$ cat src/rtl/core/halpb_pkg.sv
// ----------------------------------------------------------------------------
// halpb_pkg
// Shared types and constants of the height-aware lru page buffer unit.
// ----------------------------------------------------------------------------
`default_nettype none

package halpb_pkg;

    // slot table geometry
    localparam int SLOTS          = 16;
    localparam int IW             = $clog2(SLOTS);
    localparam int CNTW           = $clog2(SLOTS + 1);
    localparam int ENTRY_OVERHEAD = 8;
    localparam int COSTW          = 17;
    localparam int NEEDW          = COSTW + 1;
    localparam int SUMW           = COSTW + IW;

    // request modes
    localparam logic [1:0] MODE_GET    = 2'd0;
    localparam logic [1:0] MODE_PUT    = 2'd1;
    localparam logic [1:0] MODE_UPDATE = 2'd2;
    localparam logic [1:0] MODE_CLEAR  = 2'd3;

    // result status codes
    localparam logic [3:0] ST_EVICT   = 4'd0;
    localparam logic [3:0] ST_HIT     = 4'd1;
    localparam logic [3:0] ST_STORED  = 4'd2;
    localparam logic [3:0] ST_NOSTORE = 4'd3;
    localparam logic [3:0] ST_RESIZED = 4'd4;
    localparam logic [3:0] ST_REMOVED = 4'd5;
    localparam logic [3:0] ST_NOACT   = 4'd6;
    localparam logic [3:0] ST_CLEARED = 4'd7;
    localparam logic [3:0] ST_NOSLOT  = 4'd8;

    // configuration register indexes
    localparam logic CFG_CAPACITY = 1'b0;
    localparam logic CFG_HEIGHT   = 1'b1;

    typedef struct packed {
        logic [1:0]  mode;
        logic [31:0] page_id;
        logic [3:0]  node_height;
        logic [15:0] page_size;
        logic        modified;
    } t_in_item;

    typedef struct packed {
        logic [3:0]  status;
        logic [31:0] evicted_page;
        logic [31:0] bytes_used;
        logic [4:0]  entry_count;
        logic        last;
    } t_out_item;

    typedef struct packed {
        logic [31:0]      page;
        logic [3:0]       height;
        logic [COSTW-1:0] cost;
    } t_entry;

endpackage

`default_nettype wire

$ cat src/rtl/core/height_aware_lru_page_buffer_unit.sv
// ----------------------------------------------------------------------------
// height_aware_lru_page_buffer_unit
// Tag and byte accounting of an lru page buffer with height-aware eviction.
// ----------------------------------------------------------------------------
// Usage: one request item is taken at a time. Page id, height and cost of
// each slot sit in a single-port synchronous ram, valid bits and age ranks
// in flops. A request scans the ram once to find the page; when space is
// short it scans again to sum eligible costs and then walks the age order,
// reading and checking each visited entry, emitting one eviction report
// item per removal before the final item. An output stall holds both the
// eviction reports and the final item. No clearing pass is needed after
// reset.
`default_nettype none

module height_aware_lru_page_buffer_unit (
    input  wire                          i_clk,
    input  wire                          i_rst_n,
    input  wire                          i_in_valid,
    output logic                         o_in_stall,
    input  wire halpb_pkg::t_in_item     i_in_item,
    output logic                         o_out_valid,
    input  wire                          i_out_stall,
    output halpb_pkg::t_out_item         o_out_item,
    input  wire                          i_cfg_we,
    input  wire                          i_cfg_idx,
    input  wire  [31:0]                  i_cfg_data
);

    localparam int IW    = halpb_pkg::IW;
    localparam int CNTW  = halpb_pkg::CNTW;
    localparam int COSTW = halpb_pkg::COSTW;
    localparam int NEEDW = halpb_pkg::NEEDW;
    localparam int SUMW  = halpb_pkg::SUMW;
    localparam int SLOTS = halpb_pkg::SLOTS;

    typedef enum logic [8:0] {
        S_IDLE   = 9'b000000001,
        S_FIND   = 9'b000000010,
        S_DECIDE = 9'b000000100,
        S_SUM    = 9'b000001000,
        S_SUMCHK = 9'b000010000,
        S_EVRD   = 9'b000100000,
        S_EVCHK  = 9'b001000000,
        S_AFTER  = 9'b010000000,
        S_EMIT   = 9'b100000000
    } t_state;

    typedef enum logic [2:0] {
        CTX_PUT_HIT  = 3'b001,
        CTX_PUT_MISS = 3'b010,
        CTX_UPD      = 3'b100
    } t_ctx;

    // configuration
    logic [31:0] r_cap;
    logic [3:0]  r_tree;

    // sequencer state
    t_state              r_state, n_state;
    t_ctx                r_ctx, n_ctx;
    halpb_pkg::t_in_item r_req, n_req;
    logic [COSTW-1:0]    r_cost, n_cost;
    logic [IW:0]         r_scan, n_scan;
    logic                r_hit, n_hit;
    logic [IW-1:0]       r_hit_idx, n_hit_idx;
    logic [COSTW-1:0]    r_hit_cost, n_hit_cost;
    logic [3:0]          r_hit_height, n_hit_height;
    logic                r_skip_en, n_skip_en;
    logic signed [NEEDW-1:0] r_need, n_need;
    logic [SUMW-1:0]     r_sum, n_sum;
    logic [CNTW-1:0]     r_p, n_p;
    logic [IW-1:0]       r_s, n_s;
    logic                r_ok, n_ok;
    logic [3:0]          r_status, n_status;

    // slot bookkeeping in flops
    logic [SLOTS-1:0]    r_valid, n_valid;
    logic [IW-1:0]       r_rank [SLOTS];
    logic [IW-1:0]       n_rank [SLOTS];
    logic [31:0]         r_used, n_used;
    logic [CNTW-1:0]     r_count, n_count;

    // slot ram
    halpb_pkg::t_entry   r_mem [SLOTS];
    halpb_pkg::t_entry   r_q;
    logic                rd_en, wr_en;
    logic [IW-1:0]       rd_addr, wr_addr;
    halpb_pkg::t_entry   wr_data;

    // output register
    halpb_pkg::t_out_item r_out, out_d;
    logic                r_out_vld, out_load, out_free;

    // helpers
    logic                act_mru, act_rm, act_ins, act_apply;
    logic [IW-1:0]       rm_idx;
    logic [COSTW-1:0]    rm_cost;
    logic                free_found;
    logic [IW-1:0]       free_idx;
    logic                age_found;
    logic [IW-1:0]       age_idx;
    logic [IW-1:0]       scan_idx;
    logic signed [NEEDW-1:0] diff, cost_s, chk_need;
    logic signed [34:0]  lhs, rhs;
    logic                fits;
    logic                q_elig;
    logic                mod_eff;
    logic                too_big;

    assign out_free = !r_out_vld || !i_out_stall;
    assign o_out_valid = r_out_vld;
    assign o_out_item = r_out;
    assign o_in_stall = (r_state != S_IDLE);

    assign scan_idx = IW'(r_scan - (IW+1)'(1));
    assign cost_s   = $signed({1'b0, r_cost});
    assign diff     = $signed({1'b0, r_cost}) - $signed({1'b0, r_hit_cost});
    assign chk_need = (r_state == S_EVRD) ? r_need : (r_hit ? diff : cost_s);
    assign lhs      = $signed({3'b000, r_cap});
    assign rhs      = $signed({3'b000, r_used})
                    + $signed({{(35-NEEDW){chk_need[NEEDW-1]}}, chk_need});
    assign fits     = (lhs >= rhs);
    assign mod_eff  = (r_req.mode == halpb_pkg::MODE_PUT) && r_req.modified;
    assign too_big  = (r_cap == 32'd0) || (r_cap < {{(32-COSTW){1'b0}}, r_cost});

    // eligibility of the entry just read
    always_comb begin
        q_elig = (r_req.node_height >= r_q.height) || (r_q.height > r_tree);
    end

    // first free slot, lowest index wins
    always_comb begin
        free_found = 1'b0;
        free_idx   = '0;
        for (int j = SLOTS - 1; j >= 0; j--) begin
            if (!r_valid[j]) begin
                free_found = 1'b1;
                free_idx   = IW'(j);
            end
        end
    end

    // slot holding the current age position
    always_comb begin
        age_found = 1'b0;
        age_idx   = '0;
        for (int j = 0; j < SLOTS; j++) begin
            if (r_valid[j] && ({1'b0, r_rank[j]} == r_p)) begin
                age_found = 1'b1;
                age_idx   = IW'(j);
            end
        end
    end

    // sequencer
    always_comb begin
        n_state      = r_state;
        n_ctx        = r_ctx;
        n_req        = r_req;
        n_cost       = r_cost;
        n_scan       = r_scan;
        n_hit        = r_hit;
        n_hit_idx    = r_hit_idx;
        n_hit_cost   = r_hit_cost;
        n_hit_height = r_hit_height;
        n_skip_en    = r_skip_en;
        n_need       = r_need;
        n_sum        = r_sum;
        n_p          = r_p;
        n_s          = r_s;
        n_ok         = r_ok;
        n_status     = r_status;
        n_valid      = r_valid;
        n_rank       = r_rank;
        n_used       = r_used;
        n_count      = r_count;
        act_mru      = 1'b0;
        act_rm       = 1'b0;
        act_ins      = 1'b0;
        act_apply    = 1'b0;
        rm_idx       = r_hit_idx;
        rm_cost      = r_hit_cost;
        rd_en        = 1'b0;
        rd_addr      = r_scan[IW-1:0];
        wr_en        = 1'b0;
        wr_addr      = free_idx;
        wr_data      = '{page: r_req.page_id, height: r_req.node_height, cost: r_cost};
        out_load     = 1'b0;
        out_d        = '0;

        unique case (r_state)
            S_IDLE: begin
                if (i_in_valid) begin
                    n_req  = i_in_item;
                    n_cost = COSTW'(i_in_item.page_size) + COSTW'(halpb_pkg::ENTRY_OVERHEAD);
                    n_hit  = 1'b0;
                    n_scan = '0;
                    if (i_in_item.mode == halpb_pkg::MODE_CLEAR) begin
                        n_valid  = '0;
                        n_used   = '0;
                        n_count  = '0;
                        n_status = halpb_pkg::ST_CLEARED;
                        n_state  = S_EMIT;
                    end else begin
                        n_state = S_FIND;
                    end
                end
            end
            S_FIND: begin
                rd_en = (r_scan < (IW+1)'(SLOTS));
                if (r_scan != '0) begin
                    if (r_valid[scan_idx] && r_q.page == r_req.page_id) begin
                        n_hit        = 1'b1;
                        n_hit_idx    = scan_idx;
                        n_hit_cost   = r_q.cost;
                        n_hit_height = r_q.height;
                    end
                end
                n_scan = r_scan + (IW+1)'(1);
                if (r_scan == (IW+1)'(SLOTS)) n_state = S_DECIDE;
            end
            S_DECIDE: begin
                n_state   = S_EMIT;
                n_scan    = '0;
                n_sum     = '0;
                n_skip_en = 1'b0;
                if (r_req.mode == halpb_pkg::MODE_UPDATE) begin
                    if (!r_hit) begin
                        n_status = halpb_pkg::ST_NOACT;
                    end else if (fits) begin
                        act_apply = 1'b1;
                        n_status  = halpb_pkg::ST_RESIZED;
                    end else begin
                        n_need    = diff;
                        n_skip_en = 1'b1;
                        n_ctx     = CTX_UPD;
                        n_state   = S_SUM;
                    end
                end else if (r_req.mode == halpb_pkg::MODE_GET && r_hit) begin
                    act_mru  = 1'b1;
                    n_status = halpb_pkg::ST_HIT;
                end else if (too_big) begin
                    n_status = halpb_pkg::ST_NOSTORE;
                end else if (r_hit) begin
                    if (!mod_eff) begin
                        n_status = halpb_pkg::ST_NOACT;
                    end else if (fits) begin
                        act_mru   = 1'b1;
                        act_apply = 1'b1;
                        n_status  = halpb_pkg::ST_RESIZED;
                    end else begin
                        act_rm  = 1'b1;
                        n_need  = cost_s;
                        n_ctx   = CTX_PUT_HIT;
                        n_state = S_SUM;
                    end
                end else if (fits) begin
                    act_ins  = 1'b1;
                    n_status = free_found ? halpb_pkg::ST_STORED : halpb_pkg::ST_NOSLOT;
                end else begin
                    n_need  = cost_s;
                    n_ctx   = CTX_PUT_MISS;
                    n_state = S_SUM;
                end
            end
            S_SUM: begin
                rd_en = (r_scan < (IW+1)'(SLOTS));
                if (r_scan != '0) begin
                    if (r_valid[scan_idx] && q_elig
                        && !(r_skip_en && scan_idx == r_hit_idx)) begin
                        n_sum = r_sum + SUMW'(r_q.cost);
                    end
                end
                n_scan = r_scan + (IW+1)'(1);
                if (r_scan == (IW+1)'(SLOTS)) n_state = S_SUMCHK;
            end
            S_SUMCHK: begin
                n_p = '0;
                if ($signed({2'b00, r_sum})
                    < $signed({{(SUMW+2-NEEDW){r_need[NEEDW-1]}}, r_need})) begin
                    n_ok    = 1'b0;
                    n_state = S_AFTER;
                end else begin
                    n_state = S_EVRD;
                end
            end
            S_EVRD: begin
                if (fits || !age_found) begin
                    n_ok    = 1'b1;
                    n_state = S_AFTER;
                end else begin
                    rd_en   = 1'b1;
                    rd_addr = age_idx;
                    n_s     = age_idx;
                    n_state = S_EVCHK;
                end
            end
            S_EVCHK: begin
                if (q_elig && !(r_skip_en && r_s == r_hit_idx)) begin
                    if (out_free) begin
                        act_rm   = 1'b1;
                        rm_idx   = r_s;
                        rm_cost  = r_q.cost;
                        out_load = 1'b1;
                        out_d    = '{status: halpb_pkg::ST_EVICT, evicted_page: r_q.page,
                                     bytes_used: r_used - {{(32-COSTW){1'b0}}, r_q.cost},
                                     entry_count: r_count - CNTW'(1), last: 1'b0};
                        n_state  = S_EVRD;
                    end
                end else begin
                    n_p     = r_p + CNTW'(1);
                    n_state = S_EVRD;
                end
            end
            S_AFTER: begin
                n_state = S_EMIT;
                unique case (r_ctx)
                    CTX_PUT_HIT: begin
                        if (r_ok) begin
                            act_ins  = 1'b1;
                            n_status = free_found ? halpb_pkg::ST_RESIZED : halpb_pkg::ST_NOSLOT;
                        end else begin
                            n_status = halpb_pkg::ST_REMOVED;
                        end
                    end
                    CTX_PUT_MISS: begin
                        if (r_ok) begin
                            act_ins  = 1'b1;
                            n_status = free_found ? halpb_pkg::ST_STORED : halpb_pkg::ST_NOSLOT;
                        end else begin
                            n_status = halpb_pkg::ST_NOSTORE;
                        end
                    end
                    CTX_UPD: begin
                        if (r_ok) begin
                            act_apply = 1'b1;
                            n_status  = halpb_pkg::ST_RESIZED;
                        end else begin
                            act_rm   = 1'b1;
                            n_status = halpb_pkg::ST_REMOVED;
                        end
                    end
                    default: n_status = r_status;
                endcase
            end
            S_EMIT: begin
                if (out_free) begin
                    out_load = 1'b1;
                    out_d    = '{status: r_status, evicted_page: 32'd0, bytes_used: r_used,
                                 entry_count: r_count, last: 1'b1};
                    n_state  = S_IDLE;
                end
            end
            default: n_state = S_IDLE;
        endcase

        // move hit entry to most recent
        if (act_mru) begin
            for (int j = 0; j < SLOTS; j++) begin
                if (r_valid[j] && r_rank[j] > r_rank[r_hit_idx]) n_rank[j] = r_rank[j] - IW'(1);
            end
            n_rank[r_hit_idx] = IW'(r_count - CNTW'(1));
        end
        // drop one entry and close the age gap
        if (act_rm) begin
            for (int j = 0; j < SLOTS; j++) begin
                if (r_valid[j] && r_rank[j] > r_rank[rm_idx]) n_rank[j] = r_rank[j] - IW'(1);
            end
            n_valid[rm_idx] = 1'b0;
            n_used          = r_used - {{(32-COSTW){1'b0}}, rm_cost};
            n_count         = r_count - CNTW'(1);
        end
        // insert at most recent
        if (act_ins && free_found) begin
            n_rank[free_idx]  = IW'(r_count);
            n_valid[free_idx] = 1'b1;
            n_used            = r_used + {{(32-COSTW){1'b0}}, r_cost};
            n_count           = r_count + CNTW'(1);
            wr_en             = 1'b1;
        end
        // resize in place, height kept
        if (act_apply) begin
            n_used  = r_used + {{(32-NEEDW){diff[NEEDW-1]}}, diff};
            wr_en   = 1'b1;
            wr_addr = r_hit_idx;
            wr_data = '{page: r_req.page_id, height: r_hit_height, cost: r_cost};
        end
    end

    // slot ram, registered read data
    always_ff @(posedge i_clk) begin
        if (wr_en) r_mem[wr_addr] <= wr_data;
        if (rd_en) r_q <= r_mem[rd_addr];
    end

    // payload registers
    always_ff @(posedge i_clk) begin
        r_req        <= n_req;
        r_cost       <= n_cost;
        r_scan       <= n_scan;
        r_hit_idx    <= n_hit_idx;
        r_hit_cost   <= n_hit_cost;
        r_hit_height <= n_hit_height;
        r_need       <= n_need;
        r_sum        <= n_sum;
        r_p          <= n_p;
        r_s          <= n_s;
        r_ok         <= n_ok;
        r_status     <= n_status;
        r_rank       <= n_rank;
        r_skip_en    <= n_skip_en;
        r_hit        <= n_hit;
        r_ctx        <= n_ctx;
        if (out_load) r_out <= out_d;
    end

    // control registers
    always_ff @(posedge i_clk) begin
        if (!i_rst_n) begin
            r_state   <= S_IDLE;
            r_valid   <= '0;
            r_used    <= '0;
            r_count   <= '0;
            r_out_vld <= 1'b0;
            r_cap     <= '0;
            r_tree    <= '0;
        end else begin
            r_state <= n_state;
            r_valid <= n_valid;
            r_used  <= n_used;
            r_count <= n_count;
            if (out_load) begin
                r_out_vld <= 1'b1;
            end else if (!i_out_stall) begin
                r_out_vld <= 1'b0;
            end
            if (i_cfg_we) begin
                unique case (i_cfg_idx)
                    halpb_pkg::CFG_CAPACITY: r_cap  <= i_cfg_data;
                    halpb_pkg::CFG_HEIGHT:   r_tree <= i_cfg_data[3:0];
                    default:                 r_cap  <= r_cap;
                endcase
            end
        end
    end

`ifndef SYNTHESIS
    // entry count tracks the valid bits
    a_count: assert property (@(posedge i_clk) disable iff (!i_rst_n)
        r_count == CNTW'($countones(r_valid)))
        else $error("entry count out of step with valid bits");

    // an accepted item makes the block busy
    a_busy: assert property (@(posedge i_clk) disable iff (!i_rst_n)
        i_in_valid && !o_in_stall |=> o_in_stall)
        else $error("accepted item did not start work");

    // eviction reports never close a request
    a_evict_last: assert property (@(posedge i_clk) disable iff (!i_rst_n)
        o_out_valid && o_out_item.status == halpb_pkg::ST_EVICT |-> !o_out_item.last)
        else $error("eviction report marked last");

    // the final item returns the sequencer to idle
    a_emit_idle: assert property (@(posedge i_clk) disable iff (!i_rst_n)
        r_state == S_EMIT && out_free |=> r_state == S_IDLE)
        else $error("final item did not return to idle");
`endif

endmodule

`default_nettype wire

$ cat config.mk
export PLATFORM = sky130hd
export DESIGN_NAME = height_aware_lru_page_buffer_unit
export DESIGN_NICKNAME = d
export VERILOG_FILES = /design/src/rtl/core/halpb_pkg.sv /design/src/rtl/core/height_aware_lru_page_buffer_unit.sv
export SDC_FILE = /design/constraint.sdc
export NUM_CORES = 2
export LEC_CHECK = 0
export BUFFER_PORTS_ARGS = -buffer_cell sky130_fd_sc_hd__buf_2
export CORE_MARGIN = 2
export CORE_UTILIZATION = 30
export CTS_BUF_LIST = sky130_fd_sc_hd__clkbuf_4
export DETAILED_ROUTE_END_ITERATION = 8
export GPL_TIMING_DRIVEN = 0
export PLACE_DENSITY = 0.45
export SLEW_MARGIN = 20
export SYNTH_ARGS = -nofsm -noshare
export SYNTH_HDL_FRONTEND = slang
export SYNTH_SLANG_ARGS = --single-unit
$ cat constraint.sdc
create_clock -name i_clk -period 23.2 [get_ports i_clk]
set_input_delay 1.16 -clock i_clk [delete_from_list [all_inputs] [get_ports i_clk]]
set_output_delay 1.16 -clock i_clk [all_outputs]
set_load 0.01 [all_outputs]
==> summary.md <==
| Metric | Value |
|---|---|
| Max H-tree Level | `5` |
| Synth top area share | `43.79%` |
| Least-Margin Pin Slew | `1310 ps` |
| Min-Delay Path Class | `input pin to flop` |
| Fillers | `25820` |
| Setup TNS | `0 ps` |
| Slew Viols, Final | `0` |
| DIE AREA | `0.2599 sq mm` |
| Worst Hold Depth | `1` |
| Status | `completed` |
| Synth warn | `0` |
| Clk Latency, worst-skew pair | `1340 ps` |
| Cell variety after synth | `113` |
| CTS root buf | `clkbuf_4` |
| Worst vdd ir | `0.00005322 V` |
| TritonRoute pass-1 iters | `7` |
| First-pass GRT wire length | `494.5 mm` |
| Final critical-path share of the clock period | `56.23%` |
| Clock transition at path regs | `60 ps` |
| Routability Congestion | `0.9484` |
| Period minus WS final | `13050 ps` |
| Synth area leaders | `edfxtp_1 (44%), ha_1 (6.1%), dfxtp_1 (4.3%), o21ai_0 (3.6%), nand2_1 (3.5%)` |
| Rows | `185` |
| Clk_skew | `139.1 ps` |
| Syn nets | `8086` |
| Core ar. | `0.2542 sq mm` |
| Most frequent cells after synthesis | `edfxtp_1 (1119), nand2_1 (723), o21ai_0 (555)` |
| Routed vias | `70560` |
| Placement Cell Area | `0.08363 sq mm` |
| Fin area | `0.08878 sq mm` |
| Starting Density | `30.19%` |
| Area occupied by multi-input gates | `0.03670 sq mm` |
| Detail Route Antenna Nets | `0` |
| Arr. time, crit path | `13950 ps` |
| Pleak | `32.13 nW` |
| Clk sink count | `1282` |
| Antenna violations before repair | `29` |
| Commonest register cell after synthesis | `edfxtp_1` |
| Hold Slack | `134.3 ps` |
| DRC Markers | `0` |
| Total global-route track usage | `26.16%` |
| DR iter-0 viols | `8470` |
| Power density cells | `85.29 mW/mm^2` |
| CP Max Fanout | `20` |
| Fmax | `76.65 MHz` |
| CTS tree | `built` |
| Area growth from synthesis to layout | `15.69%` |
| FFs w/ async S/R, synth | `0%` |
| Rel. slew slack | `12.67%` |
| CTS max path bufs | `4` |
| Total Wirelength | `351.9 mm` |
| #FFs+latches synth | `1282` |
| FF-to-FF path depth | `41` |
| Max_cap viols | `0` |
| Final setup vio count | `0` |
| Layout cells sized above 1 | `14.15%` |
| Pin count of the biggest net entering global routing | `46` |
| CP max-delay cell | `edfxtp_1` |
| Sequential cell area fraction in the yosys report | `48.04%` |
| Die Height | `509.8 um` |
| Element type at the critical path start | `flop` |
| Critical path type | `flop to flop` |
| Storage cell area | `0.03687 sq mm` |
| Top-count cell post-synth | `edfxtp_1` |
| Worst path max stage delay | `1080 ps` |
| Grt ovf | `0` |
| Post-synth EDFFs | `1119` |
| Die W | `509.8 um` |
| Syn Std Cell Area | `0.07674 sq mm` |
| WL per Instance | `29.42 um` |
| Final Hold Vio Count | `0` |
| Vias in the first global route | `68760` |
| Synth area leader | `edfxtp_1` |
| Syn Inst Count | `7611` |
| I/O Pins | `169` |
| Syn_area_per_cell | `10.08 sq um` |
| Vias/cell | `5.899` |
| # nets final | `8771` |
| RSZ-0062 raised after global routing | `no` |
| PortBufs | `167` |
| Hpwl dp | `253.2 mm` |
| Clock buffer count from CTS | `377` |
| Crit path required time | `24110 ps` |
| CP Capture Type | `flop` |
## registers in the layout, indices dropped and copies added, names as in the netlist, 5 cells and up
name / cells
r_mem: 848
o_out_item: 74
r_rank: 64
r_q: 53
r_req: 39
r_cap: 32
r_used: 32
r_sum: 21
r_need: 18
r_cost: 17
r_hit_cost: 17
r_valid: 16
r_state: 9
r_count: 5
r_p: 5
r_scan: 5
## kinds of logic after synthesis
group / synth area share (%)
compound gates: 21.55
simple gates: 14.41
flops: 48.04
buf+inv: 4.577
fa+ha+maj: 6.297
xor+xnor: 3.002
mux: 2.128
## routing by layer
layer,part of all wire [%],global-route usage (%)
met3,8.1,4.929
met1,41,33.80
met4,4.5,11.27
met5,0.016,0
met2,46,42.61
## worst max-delay path, delay by kind of cell, from the launching register on
kind,cells,cell delay [ps]
AO/OA/AOI/OAI,25,7390
XOR/XNOR,1,290
adder cells (fa/ha/maj),3,1180
buffers and inverters,5,1980
flip-flops,1,1080
multiplexers,1,150
AND/OR/NAND/NOR,6,630
## where the power goes
part | switching, W | total (W) | internal, W | leakage [nW]
Clock | 0.00109 | 0.00221 | 0.00112 | 2.78
Sequential | 0.000178 | 0.00287 | 0.00270 | 11.3
Combinational | 0.00174 | 0.00249 | 0.000748 | 18.0
Total | 0.00301 | 0.00757 | 0.00457 | 32.1
## final timing paths
check / from / to / slack (ps)
min reg2reg: r_tree[3]$_SDFFE_PN0P_ / r_tree[3]$_SDFFE_PN0P_ / 470
max reg2reg: r_cost[3]$_DFFE_PP_ / r_q[16]$_DFFE_PP_ / 10150
max: r_cost[3]$_DFFE_PP_ / r_q[16]$_DFFE_PP_ / 10150
min: i_in_item[3] / r_cost[2]$_DFFE_PP_ / 130
## cell type report
class | count | area share [%]
Antenna cell | 23 | 0.06483
Buffer | 611 | 2.961
Clock buffer | 541 | 4.575
Clock inverter | 115 | 0.6892
Inverter | 242 | 1.037
Multi-Input combinational cell | 5476 | 41.34
Sequential cell | 1282 | 41.52
Tap cell | 3366 | 4.744
Timing Repair Buffer | 306 | 3.065
## metrics by stage
step | total power (W) | instances | utilization, % | setup slack [ps]
final | 0.007572 | 11960 | 34.93 | 10150
after global routing | 0.007889 | 11950 | 34.92 | 9637
after CTS | 0.007586 | 11940 | 34.89 | 9783
after detailed placement | 0.005355 | 11240 | 32.90 | 9779
after global placement | 0.005295 | 11140 | 32.18 | 3515
after floorplan | 0.004198 | 7611 | - | 11240
## cells in the final DEF (no fill, tap or decap), types with 59 or more instances in the layout
| cell type | n |
|---|---|
| and3_1 | 122 |
| edfxtp_1 | 1119 |
| nand4_1 | 81 |
| inv_1 | 233 |
| ha_1 | 375 |
| nand3_1 | 391 |
| clkbuf_1 | 370 |
| a21oi_1 | 416 |
| xnor2_1 | 156 |
| xor2_1 | 105 |
| a22oi_1 | 352 |
| a311o_1 | 108 |
| a31oi_1 | 84 |
| a211oi_1 | 98 |
| buf_2 | 322 |
| nor3_1 | 359 |
| o21ai_0 | 553 |
| nand2_1 | 722 |
| nor2_1 | 323 |
| a311oi_1 | 228 |
| dfxtp_1 | 163 |
| nand2b_1 | 59 |
| clkinv_1 | 90 |
| a21boi_0 | 64 |
| nor2b_1 | 64 |
| o21a_1 | 67 |
| a21o_1 | 74 |
| clkbuf_4 | 541 |
## what timing repair did
action | in CTS | in global routing
setup buffers | 0 | 0
endpoints found under the setup margin | 0 | 0
hold endpoints to repair | 37 | 0
gates resized for setup | 0 | 0
hold buffers | 37 | 0
No activity file was read; power rests on OpenSTA's default activity.
